--- config.mk ---
export PLATFORM = sky130hd
export DESIGN_NAME = csv_field_splitter_top
export DESIGN_NICKNAME = d
export VERILOG_FILES = /design/src/design/csvfs_pkg.sv /design/src/design/csv_field_splitter_top.sv
export SDC_FILE = /design/constraint.sdc
export NUM_CORES = 1
export LEC_CHECK = 0
export ABC_AREA = 1
export ABC_CLOCK_PERIOD_IN_PS = 5620
export CAP_MARGIN = 40
export CORE_ASPECT_RATIO = 1.2
export CORE_MARGIN = 10
export CORE_UTILIZATION = 60
export DETAILED_ROUTE_END_ITERATION = 6
export DONT_BUFFER_PORTS = 1
export GPL_TIMING_DRIVEN = 0
export PLACE_DENSITY_LB_ADDON = 0.15
export RECOVER_POWER = 100
export SLEW_MARGIN = 25
export SYNTH_ARGS = -nofsm -noshare
export SYNTH_HDL_FRONTEND = slang
export SYNTH_SLANG_ARGS = --single-unit
--- constraint.sdc ---
create_clock -name i_clk -period 5.62 [get_ports i_clk]
set_clock_uncertainty 0.15 [all_clocks]
set_input_delay 1.124 -clock i_clk [delete_from_list [all_inputs] [get_ports i_clk]]
set_output_delay 1.124 -clock i_clk [all_outputs]
set_load 0.01 [all_outputs]
--- src/design/csvfs_pkg.sv ---
`default_nettype none

package csvfs_pkg;

    localparam int unsigned MAX_COLUMNS = 256;
    localparam longint unsigned MAX_ROWS = 64'd65536;

    localparam logic [7:0] COL_TOP =
        8'((MAX_COLUMNS - 1 > 255) ? 255 : MAX_COLUMNS - 1);
    localparam logic [15:0] ROW_TOP =
        16'((MAX_ROWS - 1 > 65535) ? 65535 : MAX_ROWS - 1);

    localparam logic [7:0] QUOTE_BYTE = 8'd34;
    localparam logic [7:0] COMMA_BYTE = 8'd44;
    localparam logic [7:0] LF_BYTE    = 8'd10;
    localparam logic [7:0] CR_BYTE    = 8'd13;
    localparam logic [7:0] END_BYTE   = 8'd0;

    typedef enum logic [2:0] {
        KIND_DATA      = 3'd0,
        KIND_FIELD_END = 3'd1,
        KIND_REC_END   = 3'd2,
        KIND_ERROR     = 3'd3,
        KIND_DOC_END   = 3'd4
    } t_kind;

endpackage

`default_nettype wire

--- src/design/csv_field_splitter_top.sv ---
// csv field splitter: one document byte in, at most one result out
// a byte accepted into the input register feeds the parse logic, which writes its result
// into the result register when the output can take it
// throughput: one byte per cycle, limited only by output backpressure
// reset: synchronous active low; clears the parse state and the valid flags of both
// register stages, and sets cr_is_newline to 1
`default_nettype none

module csv_field_splitter_top (
    input  wire logic        i_clk,
    input  wire logic        i_rst_n,
    input  wire logic        i_cfg_we,
    input  wire logic        i_cfg_data,
    input  wire logic        i_valid,
    output logic             o_ready,
    input  wire logic [7:0]  i_ch,
    output logic             o_valid,
    input  wire logic        i_ready,
    output logic [2:0]       o_kind,
    output logic [7:0]       o_data,
    output logic [7:0]       o_column,
    output logic [15:0]      o_row,
    output logic             o_done_res
);

    logic        r_cr_is_newline;

    logic        r_in_valid;
    logic [7:0]  r_ch;

    logic        r_in_quotes,      n_in_quotes;
    logic        r_after_quote,    n_after_quote;
    logic        r_close_pending,  n_close_pending;
    logic        r_in_newline_run, n_in_newline_run;
    logic        r_at_start,       n_at_start;
    logic        r_failed,         n_failed;
    logic [7:0]  r_column,         n_column;
    logic [15:0] r_row,            n_row;

    logic                r_out_valid;
    csvfs_pkg::t_kind    r_kind, n_kind;
    logic [7:0]          r_data, n_data;
    logic [7:0]          r_out_column;
    logic [15:0]         r_out_row;
    logic                r_done, n_done;
    logic                n_has_result;

    logic advance;
    logic is_quote;
    logic is_newline;
    logic is_end;
    logic check;
    logic inq;

    assign advance = r_in_valid && (!r_out_valid || i_ready);
    assign o_ready = !r_in_valid || advance;

    assign is_quote   = (r_ch == csvfs_pkg::QUOTE_BYTE);
    assign is_end     = (r_ch == csvfs_pkg::END_BYTE);
    assign is_newline = (r_ch == csvfs_pkg::LF_BYTE) ||
                        (r_cr_is_newline && (r_ch == csvfs_pkg::CR_BYTE));

    // quote handling: the byte after an opening or closing quote is never a quote delimiter
    assign check = !r_close_pending && !r_after_quote;
    assign inq   = r_close_pending ? 1'b1 : r_in_quotes;

    always_comb begin
        n_in_quotes      = r_in_quotes;
        n_after_quote    = r_after_quote;
        n_close_pending  = r_close_pending;
        n_in_newline_run = r_in_newline_run;
        n_at_start       = r_at_start;
        n_failed         = r_failed;
        n_column         = r_column;
        n_row            = r_row;
        n_has_result     = 1'b0;
        n_kind           = csvfs_pkg::KIND_DATA;
        n_data           = 8'd0;
        n_done           = 1'b0;

        if (r_failed) begin
            if (is_end) begin
                n_has_result = 1'b1;
                n_kind       = csvfs_pkg::KIND_ERROR;
                n_done       = 1'b1;
            end
        end else if (is_end && r_at_start) begin
            n_has_result = 1'b1;
            n_kind       = csvfs_pkg::KIND_ERROR;
            n_done       = 1'b1;
        end else begin
            n_at_start    = 1'b0;
            n_after_quote = 1'b0;
            n_close_pending = 1'b0;
            if (r_close_pending && is_quote) begin
                // doubled quote inside a quoted run
                n_has_result = 1'b1;
                n_kind       = csvfs_pkg::KIND_DATA;
                n_data       = csvfs_pkg::QUOTE_BYTE;
            end else begin
                if (r_close_pending) begin
                    n_in_quotes = 1'b0;
                end
                if (check && is_quote) begin
                    n_in_newline_run = 1'b0;
                    if (!r_in_quotes) begin
                        n_in_quotes   = 1'b1;
                        n_after_quote = 1'b1;
                    end else begin
                        n_close_pending = 1'b1;
                    end
                end else if (is_newline || is_end) begin
                    if (inq && !r_close_pending) begin
                        n_has_result = 1'b1;
                        n_kind       = csvfs_pkg::KIND_ERROR;
                        if (is_end) begin
                            n_done = 1'b1;
                        end else begin
                            n_failed = 1'b1;
                        end
                    end else if (is_end) begin
                        n_has_result = 1'b1;
                        n_kind       = r_in_newline_run ? csvfs_pkg::KIND_DOC_END
                                                        : csvfs_pkg::KIND_REC_END;
                        n_done       = 1'b1;
                    end else if (!r_in_newline_run) begin
                        n_has_result     = 1'b1;
                        n_kind           = csvfs_pkg::KIND_REC_END;
                        n_in_newline_run = 1'b1;
                        n_column         = 8'd0;
                        if (r_row < csvfs_pkg::ROW_TOP) begin
                            n_row = r_row + 16'd1;
                        end
                    end
                end else begin
                    n_in_newline_run = 1'b0;
                    n_has_result     = 1'b1;
                    if (!(inq && !r_close_pending) &&
                        (r_ch == csvfs_pkg::COMMA_BYTE)) begin
                        n_kind = csvfs_pkg::KIND_FIELD_END;
                        if (r_column < csvfs_pkg::COL_TOP) begin
                            n_column = r_column + 8'd1;
                        end
                    end else begin
                        n_kind = csvfs_pkg::KIND_DATA;
                        n_data = r_ch;
                    end
                end
            end
        end

        // end of document returns the parser to its start state
        if (n_done) begin
            n_in_quotes      = 1'b0;
            n_after_quote    = 1'b0;
            n_close_pending  = 1'b0;
            n_in_newline_run = 1'b0;
            n_at_start       = 1'b1;
            n_failed         = 1'b0;
            n_column         = 8'd0;
            n_row            = 16'd0;
        end
    end

    always_ff @(posedge i_clk) begin
        if (!i_rst_n) begin
            r_cr_is_newline <= 1'b1;
        end else if (i_cfg_we) begin
            r_cr_is_newline <= i_cfg_data;
        end
    end

    always_ff @(posedge i_clk) begin
        if (!i_rst_n) begin
            r_in_valid <= 1'b0;
        end else if (o_ready) begin
            r_in_valid <= i_valid;
        end
    end

    always_ff @(posedge i_clk) begin
        if (o_ready && i_valid) begin
            r_ch <= i_ch;
        end
    end

    always_ff @(posedge i_clk) begin
        if (!i_rst_n) begin
            r_in_quotes      <= 1'b0;
            r_after_quote    <= 1'b0;
            r_close_pending  <= 1'b0;
            r_in_newline_run <= 1'b0;
            r_at_start       <= 1'b1;
            r_failed         <= 1'b0;
            r_column         <= 8'd0;
            r_row            <= 16'd0;
        end else if (advance) begin
            r_in_quotes      <= n_in_quotes;
            r_after_quote    <= n_after_quote;
            r_close_pending  <= n_close_pending;
            r_in_newline_run <= n_in_newline_run;
            r_at_start       <= n_at_start;
            r_failed         <= n_failed;
            r_column         <= n_column;
            r_row            <= n_row;
        end
    end

    always_ff @(posedge i_clk) begin
        if (!i_rst_n) begin
            r_out_valid <= 1'b0;
        end else if (advance) begin
            r_out_valid <= n_has_result;
        end else if (i_ready) begin
            r_out_valid <= 1'b0;
        end
    end

    always_ff @(posedge i_clk) begin
        if (advance) begin
            r_kind       <= n_kind;
            r_data       <= n_data;
            r_out_column <= r_column;
            r_out_row    <= r_row;
            r_done       <= n_done;
        end
    end

    assign o_valid    = r_out_valid;
    assign o_kind     = r_kind;
    assign o_data     = r_data;
    assign o_column   = r_out_column;
    assign o_row      = r_out_row;
    assign o_done_res = r_done;

    a_done_kind: assert property (@(posedge i_clk) disable iff (!i_rst_n)
        o_valid && o_done_res |->
            (o_kind == csvfs_pkg::KIND_ERROR) || (o_kind == csvfs_pkg::KIND_REC_END) ||
            (o_kind == csvfs_pkg::KIND_DOC_END))
        else $error("done flag on a non-final kind");

    a_data_zero: assert property (@(posedge i_clk) disable iff (!i_rst_n)
        o_valid && (o_kind != csvfs_pkg::KIND_DATA) |-> (o_data == 8'd0))
        else $error("nonzero data on a non-data item");

    a_done_clears: assert property (@(posedge i_clk) disable iff (!i_rst_n)
        advance && n_done |=> r_at_start && !r_failed && !r_in_quotes &&
            (r_column == 8'd0) && (r_row == 16'd0))
        else $error("parse state not cleared after document end");

    a_quote_flags: assert property (@(posedge i_clk) disable iff (!i_rst_n)
        !(r_close_pending && r_after_quote))
        else $error("close pending and after quote both set");

endmodule

`default_nettype wire

Word-level counts from Yosys, hierarchy flattened:

Cells that the tools add are included.

* add/subtract/negate cells: 2
* order comparisons: 2
* equal/unequal tests: 16
* multiplexer cells: 91
* reductions and logical operators: 31

Operator list (count)
* $mux 16: 10
* $mux 8: 11
* $mux 1: 56
* $mux 3: 8
* $mux 6: 4
* $reduce_and 10->1: 2
* $add 16x1->16 const B: 1
* $eq 8x4->1 const B: 2
* $eq 8x6->1 const B: 2
* $lt 16x16->1 const B: 1
* $ne 2x2->1 const B: 5
* $logic_and 1x1->1: 9
* $ne 3x3->1 const B: 3
* $add 8x1->8 const B: 1
* $logic_not 8->1: 1
* $lt 8x8->1 const B: 1
* $ne 4x4->1 const B: 2
* $reduce_and 6->1: 1
* $reduce_bool 2->1: 3
* $reduce_bool 3->1: 2
* $reduce_or 6->1: 1
* $logic_not 1->1: 5
* $logic_or 1x1->1: 4
* $mux 2: 2
* other kinds (4): 5

* register bits: 77
* input port bits: 14
* output and inout bits: 38
* word-level logic and storage cells: 160

Logic depth before layout (Yosys ltp):

* word-level depth: 11
* depth in mapped cells: 12
* depth with buffers taken out: 11

Worst setup path before layout:

Ideal clock, no wire load.

* path kind: input to register
* start: input i_ready
* end: register r_column[5]
* setup time: 0.113 ns
* arrival: 2.890 ns
* required time: 5.357 ns
* setup slack: 2.467 ns
* stages on the path: 10
* buffers on the path: 1
* cell sequence: inv_1 nand2_1 nand2_1 inv_1 nand2_4 nor2_8 nand4_4 buf_6 o21ai_1 nor2_1

* cells in the longest elaborated chain, start to end: 3

RTL lines
* start: declaration: line csv_field_splitter_top.sv:18 `input wire logic i_ready,`
* $logic_or 1x1->1: line csv_field_splitter_top.sv:55 `assign advance = r_in_valid && (!r_out_valid || i_ready);`
* $logic_and 1x1->1: line csv_field_splitter_top.sv:55
* named net advance: line csv_field_splitter_top.sv:48 `logic advance;`
* $reduce_and 10->1 (no line)
* end signal: assignment: line csv_field_splitter_top.sv:204 `r_column <= n_column;`
* end: declaration: line csv_field_splitter_top.sv:37 `logic [7:0] r_column, n_column;`

The timed path passes the listed nets, and every way through them passes these cells.
A chain may end at the register's enable or synchronous reset.

Worst setup path in the final report:

* start: input i_ready
* end: register r_row[3]

* cells in the longest elaborated chain, start to end: 3

RTL lines
* $logic_or 1x1->1: line csv_field_splitter_top.sv:55
* $logic_and 1x1->1: line csv_field_splitter_top.sv:55
* named net advance: line csv_field_splitter_top.sv:48
* $reduce_and 10->1 (no line)
* end signal: assignment: line csv_field_splitter_top.sv:205 `r_row <= n_row;`
* end: declaration: line csv_field_splitter_top.sv:38 `logic [15:0] r_row, n_row;`

The timed path passes the listed nets, and every way through them passes these cells.

==> results by stage <==
Place:
- Once placement completed, the tool counted placed cells totaling 486.
- The placed cell area is around 3700 um^2.
- The final RePlAce weighted congestion is around 0.93.
- Summed over all nets, the half-perimeter wirelength after detailed placement is ~5.5 mm.
- The count of port buffers added during placement is 0.
- The worst setup timing slack at the placement stage is ~2700 ps.

Finish:
- The antenna cell count is 0.
- Measured on the finished design, the core utilization comes to ~67%.
- The layout cell share with drive strength beyond 1 is about 6.4%.
- The sequential standard cell area is approximately 2000 um^2.
- Fill cells in the final layout number between 400 and 500.
- The post-route cell area is 3820 um^2.
- The layout overhead on the synthesized area is 5.67%.
- The finished layout holds 502 standard cells, fillers aside.
- The count of nets after finishing is around 430.
- The area used by multi-input combinational logic is between 1000 and 1500 um^2.

Worst setup path:
- The worst setup path is launched from an input pin.
- The maximum fanout along the worst path is 33.
- The minimum setup slack among reg-to-reg paths is 2570 ps.
- In this design, the stage delay of the slowest critical-path cell is ~550 ps.
- On the critical path, the stage with the largest delay is an instance of sky130_fd_sc_hd__nor2_1.
- The number of cells on the worst reg-to-reg path is 10.
- The capture point of the worst reg-to-reg path is r_row[3].
- Data on the critical path is required at its endpoint by 5680 ps.
- The dominant cell type by count on the critical path is sky130_fd_sc_hd__nand2_1.
- The category of the worst setup path capture point is a flop.
- Traced cell by cell, the critical path runs through inv_1 -> nand2_1 -> nand2_1 -> inv_1 -> buf_12 -> nand2_1 -> nor2_1 -> nand2_1 -> clkbuf_1 -> nand3_1 -> a21oi_1.
- At the worst endpoint, the arrival time is around 3500 ps.
- The reg-to-reg critical path startpoint is o_valid.
- The classification of the worst setup path is in2reg.

Timing:
- The time the worst path needs with I/O delays and setup is between 3000 and 4000 ps.
- The worst hold slack is approximately 320 ps.
- The worst-case setup margin in the final layout is roughly 2200 ps.
- The total count of max-transition violations in the final report is 0.
- The post-route fraction of the period consumed by the critical path is between 60% and 70%.
- The number of hold-slack violations in the final timing report is 0.
- Setup repair after global routing left no endpoint under its margin.
- The worst pin sits at a relative slew slack of approximately 57%.
- Summed over all failing endpoints, the final setup total negative slack is 0 ps.
- At the pin with the least slew margin, the transition time is ~650 ps.
- Setup violations remaining at the end of the flow were counted as 0.
- The highest clock frequency the design can meet is between 200 and 300 MHz.

Global routing:
- The first-pass GRT wire length is 12.2 mm.
- The number of global-route vias before repair came to between 2,000 and 3,000.
- The number of antenna violations at the first check in global routing came to 0.
- The overall overflow remaining after global route is 0.
- For this run, the total global-route usage over all layers was measured as 15.7%.
- Entering global routing, the biggest net connects 34 pins.

CTS:
- The total CTS buffers is 9.
- The longest clock path from root to sink contains 2 buffers.
- The setup fix buffers added after clock tree synthesis is 0.
- In this run the clock root is driven by a sky130_fd_sc_hd__clkbuf_8.
- Hold repair after CTS inserted 0 buffers.
- The post-cts repair resize count is 0.
- Clock latency on the worst-skew pair, taken at its later pin, is 350 ps.
- Counting every sink on the clock net gives 77.
- In this run the number of H-tree levels came out at 3.
- The TritonCTS clock tree is yes.
- Clock-pin slew was measured on the worst setup and hold paths at 70 ps.

Hold path:
- The hold path startpoint is r_at_start.
- For hold timing, the worst endpoint is r_at_start.
- The type of the most critical hold path is reg2reg.
- The worst hold path cell count is 2.

Yosys:
- The synthesized netlist occupies a cell area of 3620 um^2.
- The number of nets produced by synthesis is about 420.
- Of the synthesized area, sequential elements account for approximately 55%.
- Yosys attributes the largest share of cell area to sky130_fd_sc_hd__edfxtp_1 37%, sky130_fd_sc_hd__dfxtp_1 18%, sky130_fd_sc_hd__nand2_1 7.3%.
- The top flip-flop cell by instance count after synthesis is sky130_fd_sc_hd__edfxtp_1.
- Counting flops and latches in the post-synthesis netlist gives 77.
- The netlist uses 34 different library cells.
- Counting every instance in the synthesized netlist gives ~410.
- For this run, the number of Yosys warnings is 0.
- Of all cell types, the one taking the most synthesized area is sky130_fd_sc_hd__edfxtp_1.
- A synthesized cell averages 8.93 um^2.
- After synthesis, the largest area contributor takes up between 30% and 40% of total cell area.
- In this run, synthesis inferred 44 flip-flops with an integrated enable.
- The share of async-settable or async-resettable flops after synthesis is 0%.

Floorplan:
- The number of primary I/O pins is between 50 and 60.
- The row count is 30.
- The width of the chip is approximately 91 um.
- The floorplan core area is between 5000 and 6000 um^2.
- The overall die area is around 9500 um^2.
- For this configuration, the core starts out at a cell density of between 60% and 70%.
- Measured along the y axis, the die boundary spans ~110 um.

Routing:
- The first routing iteration left between 150 and 200 violations.
- After detailed routing, the number of remaining DRC violations is 0.
- In this run the remaining antenna-violating nets after routing total 0.
- The overall via count from detail_route is roughly 2,700.
- The number of iterations in the first detailed-routing pass is 6.
- The total detailed-routing wirelength is 7.52 mm.
- In the routed layout, each cell is associated on average with a via count of ~5.4.
- Dividing the detail-routed wire length by the instance count gives around 15 um.

Pwr:
- In this run the static leakage power is 1.57 nW.
- Overall power consumption after layout is estimated at about 1.0 mW.
- Across the VDD grid, the largest voltage drop is ~0.18 mV.
- The power per cell area is around 270 nW/um^2.

Outcome:
- The flow ran to the end, and the final reports show no timing, DRC or antenna violations.

Job:
- The tool flagged a number of max-cap violations equal to 0.
-- cell usage after synthesis (3+ instances only) --
| cell | count |
|---|---|
| sky130_fd_sc_hd__buf_6 | 3 |
| sky130_fd_sc_hd__nand2_4 | 3 |
| sky130_fd_sc_hd__nand2_1 | 70 |
| sky130_fd_sc_hd__nand4_1 | 23 |
| sky130_fd_sc_hd__xor2_1 | 14 |
| sky130_fd_sc_hd__nand3_1 | 36 |
| sky130_fd_sc_hd__a21oi_1 | 27 |
| sky130_fd_sc_hd__edfxtp_1 | 44 |
| sky130_fd_sc_hd__nor2_2 | 4 |
| sky130_fd_sc_hd__dfxtp_1 | 33 |
| sky130_fd_sc_hd__clkbuf_1 | 3 |
| sky130_fd_sc_hd__inv_1 | 55 |
| sky130_fd_sc_hd__nor2_1 | 55 |
| sky130_fd_sc_hd__o21ai_0 | 8 |
-- final cells by class --
class                   count  area share, %
repair buffers              1          0.524
plain buffers               9           1.08
inverters                  57           5.60
flip-flops and latches     77           51.9
clock buffers              10           3.34
multi-input cells         262           33.9
well taps                  80           2.62
clock inverters             6           1.05
-- kinds of logic after synthesis --
| kind of cell | Yosys count | synth area share (%) |
|---|---|---|
| AND/OR/NAND/NOR | 204 | 27.0 |
| flip-flops | 77 | 54.8 |
| buffers and inverters | 66 | 7.65 |
| AO/OA/AOI/OAI | 41 | 6.23 |
| XOR/XNOR | 15 | 3.63 |
| adder cells (fa/ha/maj) | 2 | 0.692 |
-- worst max-delay path by stage --
stage | start | to | slack [ps] | depth (start not counted)
5_1_grt | i_ready | r_column[6] | 1880 | 11
6_report | i_ready | r_row[3] | 2150 | 11
3_3_place_gp | i_ready | r_column[0] | 1930 | 10
4_1_cts | i_ready | o_ready | 3000 | 2
3_5_place_dp | i_ready | r_column[0] | 2750 | 11
2_1_floorplan | i_ready | r_column[5] | 2470 | 10
-- worst max-delay path, delay by kind of cell --
family	cells	cell delay, ps
AND/OR/NAND/NOR	6	1430
buffers and inverters	4	900
AO/OA/AOI/OAI	1	70
-- where the power goes --
part | switching (mW) | internal [mW] | leakage, nW
Sequential | 0.0166 | 0.615 | 0.677
Combinational | 0.0307 | 0.0106 | 0.814
Clock | 0.193 | 0.158 | 0.0743
Total | 0.240 | 0.784 | 1.57
-- sequential cells by signal, indices dropped and copies added, names as in the netlist, 3 cells and up --
name / flops
o_column: 8
o_data: 8
o_kind: 3
o_row: 16
r_ch: 8
r_column: 8
r_row: 16
-- routing by layer --
layer  part of all wire (%)  wire (um)  vias to the layer above  track usage [%]
met3                    4.7        353                        7             4.87
met1                     38       2880                     1280             16.2
li1                       -          -                     1375                -
met4                    1.1         84                        0             4.71
met2                     56       4200                       61             29.5
met5                      0          0                        -                0
-- placed cells by master, fill, tap and decap left out, types with 2 or more instances in the layout --
| cell | netlist | routed |
|---|---|---|
| sky130_fd_sc_hd__nand2_1 | 70 | 73 |
| sky130_fd_sc_hd__dfxtp_1 | 33 | 33 |
| sky130_fd_sc_hd__clkinvlp_4 | 0 | 4 |
| sky130_fd_sc_hd__a21oi_1 | 27 | 27 |
| sky130_fd_sc_hd__xor2_1 | 14 | 14 |
| sky130_fd_sc_hd__nand2_2 | 2 | 2 |
| sky130_fd_sc_hd__o21ai_0 | 8 | 10 |
| sky130_fd_sc_hd__nor2_2 | 4 | 4 |
| sky130_fd_sc_hd__nand4_1 | 23 | 24 |
| sky130_fd_sc_hd__clkbuf_8 | 0 | 9 |
| sky130_fd_sc_hd__nand3_1 | 36 | 36 |
| sky130_fd_sc_hd__nand3b_1 | 2 | 2 |
| sky130_fd_sc_hd__nor2_1 | 55 | 57 |
| sky130_fd_sc_hd__clkbuf_1 | 3 | 9 |
| sky130_fd_sc_hd__inv_1 | 55 | 56 |
| sky130_fd_sc_hd__nor3_1 | 2 | 2 |
| sky130_fd_sc_hd__ha_1 | 2 | 2 |
| sky130_fd_sc_hd__clkinv_2 | 0 | 2 |
| sky130_fd_sc_hd__edfxtp_1 | 44 | 44 |
(Power assumes the default switching activity.)
